===== src/rtl/core/mqsc_pkg.sv =====
// Shared types and constants for the client packet statement counter.
// No dependencies; imported by the front, queue, back and top modules.
package mqsc_pkg;

	localparam int MQSC_COUNT_BITS = 16;
	localparam int MQSC_QDEPTH     = 4;
	localparam int MQSC_QPTR_BITS  = $clog2(MQSC_QDEPTH);
	localparam int MQSC_QCNT_BITS  = $clog2(MQSC_QDEPTH + 1);

	localparam logic [7:0] CMD_QUERY   = 8'h03;
	localparam logic [7:0] CMD_PREPARE = 8'h16;
	localparam logic [7:0] CH_SEMI     = 8'h3B;
	localparam logic [7:0] CH_BSLASH   = 8'h5C;
	localparam logic [7:0] CH_SQUOTE   = 8'h27;
	localparam logic [7:0] CH_DQUOTE   = 8'h22;
	localparam logic [7:0] CH_SPACE    = 8'h20;
	localparam logic [7:0] CH_TAB      = 8'h09;
	localparam logic [7:0] CH_CR       = 8'h0D;

	typedef enum logic [1:0] {
		KIND_CMD,
		KIND_TEXT,
		KIND_EMPTY
	} kind_t;

	typedef struct packed {
		kind_t       kind;
		logic [7:0]  data;
		logic        last;
		logic [23:0] length;
		logic [7:0]  seq;
	} entry_t;

	typedef struct packed {
		logic                      full;
		logic                      empty;
		logic [MQSC_QCNT_BITS-1:0] count;
	} qstat_t;

endpackage


===== src/rtl/core/mqsc_front.sv =====
// Header parser: accepts stream bytes and tags payload bytes for the back end.
// Depends on mqsc_pkg.
module mqsc_front
	import mqsc_pkg::*;
(
	input  logic       clk,
	input  logic       arst_n,
	input  logic       take,
	input  logic [7:0] data_byte,
	output logic       push,
	output entry_t     push_entry
);

	typedef enum logic [2:0] {
		PH_LEN0,
		PH_LEN1,
		PH_LEN2,
		PH_SEQ,
		PH_CMD,
		PH_TEXT
	} phase_t;

	phase_t      phase_q;
	logic [23:0] len_q;
	logic [23:0] rem_q;
	logic [7:0]  seq_q;
	logic [23:0] rem_dec;
	logic        rem_last;

	assign rem_dec  = rem_q - 24'd1;
	assign rem_last = (rem_dec == 24'd0);

	always_comb begin
		push              = 1'b0;
		push_entry.kind   = KIND_TEXT;
		push_entry.data   = data_byte;
		push_entry.last   = rem_last;
		push_entry.length = len_q;
		push_entry.seq    = seq_q;
		case (phase_q)
			PH_LEN0, PH_LEN1, PH_LEN2: begin
				push = 1'b0;
			end
			PH_SEQ: begin
				push              = take && (len_q == 24'd0);
				push_entry.kind   = KIND_EMPTY;
				push_entry.last   = 1'b1;
				push_entry.seq    = data_byte;
			end
			PH_CMD: begin
				push            = take;
				push_entry.kind = KIND_CMD;
			end
			default: begin
				push = take;
			end
		endcase
	end

	always_ff @(posedge clk or negedge arst_n) begin
		if (!arst_n) begin
			phase_q <= PH_LEN0;
			len_q   <= '0;
			rem_q   <= '0;
			seq_q   <= '0;
		end else if (take) begin
			case (phase_q)
				PH_LEN0: begin
					len_q   <= {16'd0, data_byte};
					phase_q <= PH_LEN1;
				end
				PH_LEN1: begin
					len_q[15:8] <= data_byte;
					phase_q     <= PH_LEN2;
				end
				PH_LEN2: begin
					len_q[23:16] <= data_byte;
					phase_q      <= PH_SEQ;
				end
				PH_SEQ: begin
					seq_q   <= data_byte;
					rem_q   <= len_q;
					phase_q <= (len_q == 24'd0) ? PH_LEN0 : PH_CMD;
				end
				default: begin
					rem_q   <= rem_dec;
					phase_q <= rem_last ? PH_LEN0 : PH_TEXT;
				end
			endcase
		end
	end

endmodule


===== src/rtl/core/mqsc_fifo.sv =====
// Short queue of tagged bytes between the header parser and the text scanner.
// Depends on mqsc_pkg.
module mqsc_fifo
	import mqsc_pkg::*;
(
	input  logic   clk,
	input  logic   arst_n,
	input  logic   push,
	input  entry_t push_entry,
	input  logic   pop,
	output entry_t head,
	output qstat_t stat
);

	entry_t                    mem_q [MQSC_QDEPTH];
	logic [MQSC_QPTR_BITS-1:0] wptr_q;
	logic [MQSC_QPTR_BITS-1:0] rptr_q;
	logic [MQSC_QCNT_BITS-1:0] cnt_q;

	assign head       = mem_q[rptr_q];
	assign stat.count = cnt_q;
	assign stat.full  = (cnt_q == MQSC_QCNT_BITS'(MQSC_QDEPTH));
	assign stat.empty = (cnt_q == '0);

	always_ff @(posedge clk) begin
		if (push) begin
			mem_q[wptr_q] <= push_entry;
		end
	end

	always_ff @(posedge clk or negedge arst_n) begin
		if (!arst_n) begin
			wptr_q <= '0;
			rptr_q <= '0;
			cnt_q  <= '0;
		end else begin
			if (push) begin
				wptr_q <= wptr_q + 1'b1;
			end
			if (pop) begin
				rptr_q <= rptr_q + 1'b1;
			end
			unique case ({push, pop})
				2'b10:   cnt_q <= cnt_q + 1'b1;
				2'b01:   cnt_q <= cnt_q - 1'b1;
				default: cnt_q <= cnt_q;
			endcase
		end
	end

endmodule


===== src/rtl/core/mqsc_back.sv =====
// Text scanner and result register: counts statements, emits one result per packet.
// Depends on mqsc_pkg.
module mqsc_back
	import mqsc_pkg::*;
#(
	parameter int COUNT_BITS = MQSC_COUNT_BITS
) (
	input  logic        clk,
	input  logic        arst_n,
	input  entry_t      head,
	input  logic        head_valid,
	output logic        pop,
	output logic        out_valid,
	input  logic        out_stall,
	output logic [23:0] payload_length,
	output logic [7:0]  sequence_id,
	output logic [7:0]  command,
	output logic        is_query,
	output logic        is_prepare,
	output logic [15:0] statement_count
);

	localparam int CW = (COUNT_BITS > 16) ? COUNT_BITS : 16;
	localparam logic [COUNT_BITS-1:0] TALLY_MAX = '1;

	logic [7:0]            cmd_q;
	logic                  esc_q;
	logic                  inq_q;
	logic                  dbl_q;
	logic                  run_q;
	logic                  semi_q;
	logic [COUNT_BITS-1:0] tally_q;

	logic [7:0]            cmd_n;
	logic                  esc_n;
	logic                  inq_n;
	logic                  dbl_n;
	logic                  run_n;
	logic                  semi_n;
	logic [COUNT_BITS-1:0] tally_n;

	logic                  blank;
	logic [7:0]            b;
	logic [7:0]            emit_cmd;
	logic                  emit_q;
	logic [COUNT_BITS-1:0] cnt;
	logic [CW-1:0]         cnt_w;
	logic [15:0]           cnt_out;

	assign b     = head.data;
	assign blank = (b == CH_SPACE) || ((b >= CH_TAB) && (b <= CH_CR));
	assign pop   = head_valid && (!head.last || !out_valid || !out_stall);

	always_comb begin
		cmd_n   = cmd_q;
		esc_n   = esc_q;
		inq_n   = inq_q;
		dbl_n   = dbl_q;
		run_n   = run_q;
		semi_n  = semi_q;
		tally_n = tally_q;
		case (head.kind)
			KIND_CMD: begin
				cmd_n   = b;
				esc_n   = 1'b0;
				inq_n   = 1'b0;
				dbl_n   = 1'b0;
				run_n   = 1'b0;
				semi_n  = 1'b0;
				tally_n = COUNT_BITS'(1);
			end
			KIND_TEXT: begin
				if (run_q && (b == CH_SEMI)) begin
					semi_n = 1'b1;
				end else begin
					run_n = 1'b0;
					if (!blank) begin
						semi_n = (b == CH_SEMI);
					end
					priority if (esc_q) begin
						esc_n = 1'b0;
					end else if (b == CH_BSLASH) begin
						esc_n = 1'b1;
					end else if (((b == CH_SQUOTE) || (b == CH_DQUOTE)) && !inq_q) begin
						inq_n = 1'b1;
						dbl_n = (b == CH_DQUOTE);
					end else if (inq_q && (b == (dbl_q ? CH_DQUOTE : CH_SQUOTE))) begin
						inq_n = 1'b0;
					end else if ((b == CH_SEMI) && !inq_q) begin
						if (tally_q != TALLY_MAX) begin
							tally_n = tally_q + 1'b1;
						end
						run_n = 1'b1;
					end else begin
						esc_n = esc_q;
					end
				end
			end
			default: begin
				cmd_n = cmd_q;
			end
		endcase
	end

	assign emit_cmd = (head.kind == KIND_EMPTY) ? 8'd0 : cmd_n;
	assign emit_q   = (emit_cmd == CMD_QUERY);

	always_comb begin
		if (!emit_q) begin
			cnt = '0;
		end else if (tally_n == TALLY_MAX) begin
			cnt = TALLY_MAX;
		end else begin
			cnt = tally_n - COUNT_BITS'(semi_n);
		end
		cnt_w   = CW'(cnt);
		cnt_out = (cnt_w > CW'(16'hFFFF)) ? 16'hFFFF : cnt_w[15:0];
	end

	always_ff @(posedge clk or negedge arst_n) begin
		if (!arst_n) begin
			cmd_q   <= '0;
			esc_q   <= 1'b0;
			inq_q   <= 1'b0;
			dbl_q   <= 1'b0;
			run_q   <= 1'b0;
			semi_q  <= 1'b0;
			tally_q <= COUNT_BITS'(1);
		end else if (pop) begin
			cmd_q   <= cmd_n;
			esc_q   <= esc_n;
			inq_q   <= inq_n;
			dbl_q   <= dbl_n;
			run_q   <= run_n;
			semi_q  <= semi_n;
			tally_q <= tally_n;
		end
	end

	always_ff @(posedge clk or negedge arst_n) begin
		if (!arst_n) begin
			out_valid <= 1'b0;
		end else if (pop && head.last) begin
			out_valid <= 1'b1;
		end else if (!out_stall) begin
			out_valid <= 1'b0;
		end
	end

	always_ff @(posedge clk) begin
		if (pop && head.last) begin
			payload_length  <= head.length;
			sequence_id     <= head.seq;
			command         <= emit_cmd;
			is_query        <= emit_q;
			is_prepare      <= (emit_cmd == CMD_PREPARE);
			statement_count <= cnt_out;
		end
	end

endmodule


===== src/rtl/core/mysql_query_statement_counter.sv =====
// Top level of the client packet statement counter: front parser, queue, back scanner.
// Depends on mqsc_pkg, mqsc_front, mqsc_fifo and mqsc_back.
//
//   channel | direction | handshake            | payload
//   --------+-----------+----------------------+------------------------------------------
//   input   | in        | in_valid / in_stall  | data_byte
//   output  | out       | out_valid / out_stall| payload_length, sequence_id, command,
//           |           |                      | is_query, is_prepare, statement_count
//
// One byte per cycle while in_stall is low; the final byte of a packet passes a queue
// write, then a scan into the output register, where its result appears.
// in_stall rises only when the four-entry queue is full; out_stall backs up into it.
// arst_n clears the parser, queue pointers, scanner state and output valid.
module mysql_query_statement_counter
	import mqsc_pkg::*;
#(
	parameter int COUNT_BITS = MQSC_COUNT_BITS
) (
	input  logic        clk,
	input  logic        arst_n,
	input  logic        in_valid,
	output logic        in_stall,
	input  logic [7:0]  data_byte,
	output logic        out_valid,
	input  logic        out_stall,
	output logic [23:0] payload_length,
	output logic [7:0]  sequence_id,
	output logic [7:0]  command,
	output logic        is_query,
	output logic        is_prepare,
	output logic [15:0] statement_count
);

	logic   take;
	logic   push;
	logic   pop;
	entry_t push_entry;
	entry_t head;
	qstat_t qstat;

	assign in_stall = qstat.full;
	assign take     = in_valid && !in_stall;

	mqsc_front u_front (
		.clk        (clk),
		.arst_n     (arst_n),
		.take       (take),
		.data_byte  (data_byte),
		.push       (push),
		.push_entry (push_entry)
	);

	mqsc_fifo u_fifo (
		.clk        (clk),
		.arst_n     (arst_n),
		.push       (push),
		.push_entry (push_entry),
		.pop        (pop),
		.head       (head),
		.stat       (qstat)
	);

	mqsc_back #(
		.COUNT_BITS (COUNT_BITS)
	) u_back (
		.clk             (clk),
		.arst_n          (arst_n),
		.head            (head),
		.head_valid      (!qstat.empty),
		.pop             (pop),
		.out_valid       (out_valid),
		.out_stall       (out_stall),
		.payload_length  (payload_length),
		.sequence_id     (sequence_id),
		.command         (command),
		.is_query        (is_query),
		.is_prepare      (is_prepare),
		.statement_count (statement_count)
	);

	a_queue_bound: assert property (@(posedge clk) disable iff (!arst_n)
		qstat.count <= MQSC_QCNT_BITS'(MQSC_QDEPTH))
		else $error("queue count beyond depth");

	a_no_overflow: assert property (@(posedge clk) disable iff (!arst_n)
		qstat.full && !pop |=> $stable(qstat.count))
		else $error("queue written while full");

	a_empty_packet: assert property (@(posedge clk) disable iff (!arst_n)
		out_valid && (payload_length == 24'd0) |-> (command == 8'd0) &&
		(statement_count == 16'd0) && !is_query && !is_prepare)
		else $error("empty packet result carries command data");

	a_nonquery_zero: assert property (@(posedge clk) disable iff (!arst_n)
		out_valid && !is_query |-> (statement_count == 16'd0))
		else $error("statement count on non-query result");

endmodule


===== config.mk =====
export PLATFORM = sky130hd
export DESIGN_NAME = mysql_query_statement_counter
export DESIGN_NICKNAME = d
export VERILOG_FILES = /design/src/rtl/core/mqsc_pkg.sv /design/src/rtl/core/mqsc_front.sv /design/src/rtl/core/mqsc_fifo.sv /design/src/rtl/core/mqsc_back.sv /design/src/rtl/core/mysql_query_statement_counter.sv
export SDC_FILE = /design/constraint.sdc
export NUM_CORES = 1
export LEC_CHECK = 0
export ABC_AREA = 1
export BUFFER_PORTS_ARGS = -buffer_cell sky130_fd_sc_hd__clkbuf_2
export CAP_MARGIN = 10
export CORE_ASPECT_RATIO = 0.6
export CORE_MARGIN = 2
export CORE_UTILIZATION = 33
export DETAILED_ROUTE_END_ITERATION = 16
export PLACE_DENSITY = 0.46
export SETUP_SLACK_MARGIN = 0.02
export SLEW_MARGIN = 5
export SYNTH_ARGS = -nofsm -noshare
export SYNTH_HDL_FRONTEND = slang
export SYNTH_SLANG_ARGS = --single-unit

===== constraint.sdc =====
create_clock -name clk -period 4.35 [get_ports clk]
set_clock_uncertainty 0.1 [all_clocks]
set_input_delay 0.2175 -clock clk [delete_from_list [all_inputs] [get_ports clk]]
set_output_delay 0.2175 -clock clk [all_outputs]
set_load 0.01 [all_outputs]

==> run_results.csv, run 1 <==
group,metric,value,unit
hold_path,hold_class,"input port to flip-flop",
floorplanning,core.rowCount,60,
finish,nets,1566,
setup_path,critPathLaunchType,"flip-flop",
setup_path,end_kind,"flip-flop",
cts,clockRootBuffer,"clkbuf_16",
timing,slew_viol_final,0,
finish,area_growth,15.1,%
timing,worst_slew_pin_slew,1.21,ns
grt,grtUsageTotal,0.172,
setup_path,critical_path_depth,20,
cts,htree_levels,2,
yosys,syn_avg_cell_area,10.1,sq um
power,cellLeakagePower,6.75,nW
power,p_int,7.74,mW
setup_path,cp_cell_sequence,"inv_6 -> nand2_1 -> nand3_1 -> nand2_1 -> nand2_1 -> inv_1 -> a21oi_1 -> o2111ai_1 -> a21oi_1 -> o21ai_0 -> o21ai_0 -> ha_1 -> ha_1 -> inv_1 -> nor2_1 -> nand2_1 -> inv_1 -> nand2_1 -> xnor2_1 -> nor2_1",
timing,period_share,0.868,
yosys,yosysSeqAreaShare,0.629,
finish,final_cells,2156,
floorplanning,ioPinCount,72,
drt,drt_iter0_drc,1026,
place,hpwl,26.8,mm
cts,cts_tree,"done",
power,comb_power_share,0.362,
place,placed_area,0.0159,sq mm
timing,clock.fmax,265,MHz
drt,wl_per_cell,18.4,microns
power,switching_share,0.396,
yosys,postSynth.asyncResetShare,0.294,
floorplanning,coreArea,0.0445,sq mm
drt,wirelength,39.7,mm
grt,antenna_found_initial,0,
setup_path,cp_data_arrival_time,3.94,ns
floorplanning,die_h,168,microns
setup_path,slowest_delay,0.44,ns
yosys,ys_types,52,
drt,viasPerCell,4.97,
timing,fin_setup_tns,0,ns
setup_path,crit_buf_inv,4,
place,place_ws,0.650,ns
yosys,synth_cells,1459,
setup_path,r2r_slack,0.58,ns
setup_path,critPathRequiredTime,4.51,ns
drt,dr_total_vias,10700,
drt,first_pass_iters,5,
timing,fin_ws,0.576,ns
yosys,synth_warnings,0,
place,place.gp.congestion,0.894,
yosys,synth_area,0.0148,sq mm
timing,rsz0062_at_grt,"no",
yosys,synthFlopType,"edfxtp_1",
floorplanning,dieArea,0.0466,sq mm
hold_path,min_path_cells,5,
place,placed_cells,2085,
setup_path,crit_top_cell,"nand2_1",
setup_path,worstSetupPathType,"flip-flop to flip-flop",
yosys,syn-num-nets,1483,
power,power,12.8,mW
timing,timing.hold.ws,0.0277,ns
floorplanning,die_x,277,microns
drt,drc_errors,0,
power,vdd_ir_drop_max,0.417,mV
cts,cts.hold.buffers_added,10,
cts,clk_pin_slew,0.07,ns
yosys,synth-edff-count,230,
grt,grt_max_degree,61,
cts,ctsResizeCount,0,
power,power_density,752,mW/mm^2
setup_path,crit_slowest_cell,"dfrtp_2",
floorplanning,initial_utilization,0.333,
yosys,ys_ff_latch,326,
power,switchingPower,5.08,mW
timing,slew_headroom,0.182,
cts,cts_setup_buffers,0,
finish,final_area,0.0170,sq mm
cts,cts_buffers,34,
drt,ant_nets,0,
setup_path,critPathMaxFanout,60,
timing,final.min_clock_period,3.77,ns
job,cap_violations,0,
cts,clock_path_buffers,3,
grt,grt_pass1_wl,62.0,mm
place,portBuffers,71,
grt,grt_pass1_vias,10000,
power,power_frac_seq,0.413,
finish,drive_gt1_frac,0.133,
cts,clkLatencyLatePin,0.53,ns
setup_path,r2r_cells,20,
power,clockPowerShare,0.225,
timing,finalSetupViolCount,0,
timing,hold_viol,0,
finish,antenna_cells,0,
status,status,"completed",
cts,clkSinkCount,326,
setup_path,crit_family,"simple AND/OR/NAND/NOR gates",
grt,grt_remaining_overflow,0,
finish,utilization,0.383,
registers in the layout, summed over array words and instances (netlist names), 2 cells and up:
register                count
u_back.cmd_q                8
u_front.len_q              24
u_back.tally_q             16
u_fifo.rptr_q               2
u_fifo.mem_q              172
u_back.payload_length      24
u_back.sequence_id          8
u_fifo.wptr_q               2
u_front.rem_q              24
u_front.phase_q             3
u_fifo.cnt_q                3
u_back.statement_count     16
u_back.command              8
u_front.seq_q               8
per-layer routing:
layer | track usage | wire length [microns] | vias up
li1 | - | - | 5182
met1 | 0.286 | 21700 | 5230
met2 | 0.221 | 15100 | 262
met3 | 0.0401 | 2400 | 46
met4 | 0.0333 | 556 | 0
met5 | 0 | 0 | -
worst register-to-register path, delay by kind of cell (launching register included):
| family | cells | cell delay, ns |
|---|---|---|
| compound gates | 5 | 0.73 |
| buf+inv | 4 | 0.59 |
| xor+xnor | 1 | 0.14 |
| flops | 1 | 0.44 |
| simple gates | 8 | 1.03 |
| fa+ha+maj | 2 | 0.47 |
final timing paths:
kind,startpoint,end
max,u_fifo.rptr_q[0],u_back.statement_count[8]
max in group asynchronous,arst_n,u_fifo.rptr_q[0]
min,in_valid,u_front.phase_q[2]
max reg2reg,u_fifo.rptr_q[0],u_back.statement_count[8]
min reg2reg,u_back.cmd_q[0],u_back.cmd_q[0]
min in group asynchronous,arst_n,u_front.seq_q[2]
power by group through the flow:
stage | Combinational, mW | Clock [mW] | Sequential [mW]
finish | 4.64 | 2.88 | 5.30
global route | 5.22 | 3.10 | 5.41
CTS | 4.69 | 2.97 | 5.30
detailed placement | 4.66 | 0 | 5.35
global placement | 4.66 | 0 | 5.34
floorplan | 2.96 | 0 | 5.37
Yosys cell counts (2+ instances only):
| library cell | count | share of area |
|---|---|---|
| a21oi_1 | 43 | 0.015 |
| a21oi_2 | 2 | 0.0012 |
| buf_2 | 3 | 0.0010 |
| buf_4 | 4 | 0.0020 |
| buf_6 | 5 | 0.0038 |
| clkbuf_1 | 39 | 0.0099 |
| dfrtp_1 | 95 | 0.16 |
| edfxtp_1 | 230 | 0.47 |
| ha_1 | 11 | 0.0093 |
| inv_1 | 132 | 0.033 |
| inv_2 | 10 | 0.0025 |
| nand2_1 | 289 | 0.073 |
| nand2_2 | 16 | 0.0068 |
| nand2_4 | 2 | 0.0015 |
| nand3_1 | 68 | 0.023 |
| nand3_2 | 8 | 0.0054 |
| nand3b_1 | 3 | 0.0015 |
| nand4_1 | 22 | 0.0093 |
| nor2_1 | 163 | 0.041 |
| nor2_2 | 8 | 0.0034 |
| nor2_4 | 5 | 0.0038 |
| nor2_8 | 2 | 0.0027 |
| nor3_1 | 16 | 0.0054 |
| nor4_1 | 6 | 0.0025 |
| o211ai_1 | 5 | 0.0025 |
| o21ai_0 | 158 | 0.053 |
| o21ai_1 | 7 | 0.0024 |
| o21ai_2 | 2 | 0.0012 |
| o22ai_1 | 58 | 0.025 |
| o31ai_1 | 3 | 0.0015 |
| xnor2_1 | 2 | 0.0012 |
| xor2_1 | 22 | 0.013 |
placed cells by master (no fill, tap or decap), types with 43 or more instances in the layout:
cell and n:
edfxtp_1 230, dfrtp_1 94, nand2_1 289, nand3_1 68
o21ai_0 158, inv_1 131, a21oi_1 43, o22ai_1 58
nor2_1 158, clkbuf_2 70
area by class of cell:
type,count,area (sq um)
repair buffers,99,643
inverters,145,552
fillers,4396,27500
well taps,589,737
clock buffers,45,943
flip-flops and latches,326,9310
clock inverters,16,136
multi-input cells,936,4720
cell families (layout without fill, tap and decap cells):
| kind of cell | Yosys count | count (layout) | share of synthesized area |
|---|---|---|---|
| AOI/OAI and AO/OA | 288 | 288 | 0.107 |
| adders and majority gates | 12 | 12 | 0.0106 |
| and+or+nand+nor | 612 | 612 | 0.184 |
| DFF | 326 | 326 | 0.629 |
| buffers and inverters | 197 | 305 | 0.0550 |
| xor gates and xnor gates | 24 | 24 | 0.0142 |
Power figures use the tool's default switching activity.
==> inputs of run 2 (changes only) <==
- PLACE_DENSITY: 0.46 -> 0.6
==> run_results.csv, run 2 (same netlist as run 1, synthesis figures left out) <==
group,metric,value,unit
finish,largest_reg_flops,172,
timing,rsz0062_at_grt,"no",
setup_path,worstSetupPathType,"flip-flop to flip-flop",
finish,final_cell_mix,"289 x nand2_1, 230 x edfxtp_1, 158 x nor2_1, 158 x o21ai_0, 131 x inv_1",
setup_path,critPathLaunchType,"flip-flop",
timing,slew_viol_final,0,
finish,regMostFlops,"u_fifo.mem_q",
cts,clockRootBuffer,"clkbuf_16",
cts,cts_tree,"done",
finish,area_growth,16.6,%
cts,clkLatencyLatePin,0.56,ns
drt,viasPerCell,4.93,
timing,hold_viol,0,
finish,nets,1566,
cts,ctsResizeCount,0,
grt,use_met2,0.219,
drt,dr_total_vias,10700,
grt,grt_pass1_vias,10200,
floorplanning,coreArea,0.0445,sq mm
power,power,13.1,mW
power,vdd_ir_drop_max,0.406,mV
grt,grt_max_degree,90,
setup_path,r2r_slack,0.75,ns
place,place.gp.congestion,0.900,
floorplanning,die_h,168,microns
job,cap_violations,0,
timing,final.min_clock_period,3.60,ns
hold_path,hold_class,"input port to asynchronous set/reset pin",
setup_path,critPathMaxFanout,62,
finish,drive_gt1_frac,0.138,
drt,wl_per_cell,16.6,microns
power,cellLeakagePower,6.85,nW
grt,grt_pass1_wl,58.0,mm
grt,grtUsageTotal,0.158,
drt,ant_nets,0,
timing,slew_headroom,0.475,
timing,worst_slew_pin_slew,0.784,ns
floorplanning,die_x,277,microns
cts,clkSinkCount,326,
drt,first_pass_iters,6,
timing,finalSetupViolCount,0,
place,portBuffers,71,
timing,period_share,0.827,
cts,cts_buffers,36,
grt,busiest_layer,"met1",
status,status,"completed",
place,hpwl,24.1,mm
setup_path,rr_endpoint,"u_back.statement_count[10]",
setup_path,critPathRequiredTime,4.51,ns
setup_path,cp_data_arrival_time,3.76,ns
timing,clock.fmax,278,MHz
floorplanning,dieArea,0.0466,sq mm
cts,htree_levels,2,
setup_path,end_kind,"flip-flop",
drt,drc_errors,0,
grt,met1_usage,0.247,
power,power_density,759,mW/mm^2
grt,antenna_found_initial,1,
cts,clk_pin_slew,0.07,ns
drt,drt_iter0_drc,969,
floorplanning,initial_utilization,0.333,
setup_path,r2r_cells,22,
floorplanning,ioPinCount,72,
grt,grt_remaining_overflow,0,
floorplanning,core.rowCount,60,
cts,clock_path_buffers,3,
drt,wirelength,35.9,mm
finish,mostFrequentLayoutCell,"nand2_1",
setup_path,reg2reg_from,"u_fifo.rptr_q[0]",
grt,use_met3,0.0315,
timing,fin_setup_tns,0,ns
## run 2: changes by cell type in the layout (fill, tap and decap cells not counted), sizes merged
cell	change
bufinv	+3
buf	-2
clkbuf	-2
inv	+2
clkinv	+1
clkinvlp	+1
diode	+1
## run 2: per-layer routing
metal	vias to the layer above	routed length, microns
li1	5187	-
met1	5128	18700
met2	286	14400
met3	55	2180
met4	0	675
met5	-	0
## run 2: worst max path at each step
| stage | start | endpoint | cells past startpoint |
|---|---|---|---|
| floorplan | u_front.phase_q[0] | u_fifo.mem_q[0][0] | 7 |
| global placement | u_fifo.rptr_q[0] | u_back.statement_count[10] | 19 |
| detailed placement | u_fifo.rptr_q[0] | u_back.statement_count[10] | 22 |
| CTS | u_fifo.rptr_q[0] | u_back.statement_count[10] | 22 |
| global route | u_fifo.rptr_q[0] | u_back.statement_count[10] | 22 |
| finish | u_fifo.rptr_q[0] | u_back.statement_count[10] | 22 |
## run 2: through the flow
| step | utilization | cell area, sq um | hold WS [ns] | cells | setup slack, ns |
|---|---|---|---|---|---|
| 6_report | 0.388 | 17300 | 0.170 | 2160 | 0.755 |
| 5_1_grt | 0.388 | 17300 | 0.209 | 2159 | 0.343 |
| 4_1_cts | 0.388 | 17300 | 0.147 | 2159 | 0.769 |
| 3_5_place_dp | 0.357 | 15900 | 0.236 | 2083 | 0.783 |
| 3_3_place_gp | 0.357 | 15900 | 0.229 | 2083 | 0.874 |
| 2_1_floorplan | - | 14800 | -0.178 | 1459 | 0.622 |
## run 2: worst max-delay path, stage by stage, from the launching register on
cell and delay [ns]:
dfrtp_2 0.45, inv_6 0.35, nand2_1 0.14, nand2_1 0.09, nand2_1 0.06, nand2_2 0.13
nand2_2 0.10, nor2_8 0.17, nand2_2 0.09, nor2_4 0.12, nand2_1 0.08, nor2_1 0.15
nand2_1 0.07, nand3_1 0.10, o21ai_1 0.12, inv_1 0.12, ha_1 0.15, inv_1 0.04
nor2_1 0.15, nand3_1 0.14, nor2_2 0.18, xor2_1 0.17, nor2_1 0.05
## run 2: report_power, final
| group | internal (mW) | total, mW | switching (mW) | leakage, nW |
|---|---|---|---|---|
| registers | 4.77 | 5.33 | 0.567 | 3.39 |
| clock network | 1.96 | 3.27 | 1.30 | 0.621 |
| logic | 1.34 | 4.51 | 3.17 | 2.84 |
## run 2: what timing repair did
item / CTS / global route
hold endpoints to repair: 82 / 0
setup buffers: 0 / 0
hold buffers: 10 / 0
## run 2: final cells by class
| type | instances | area, sq um |
|---|---|---|
| multi-input combinational | 936 | 4720 |
| fill | 4260 | 27200 |
| tap | 589 | 737 |
| sequential | 326 | 9310 |
| timing repair buffer | 97 | 653 |
| antenna | 1 | 2.50 |
| clock buffer | 43 | 998 |
| inverter | 145 | 552 |
| clock inverter | 23 | 298 |
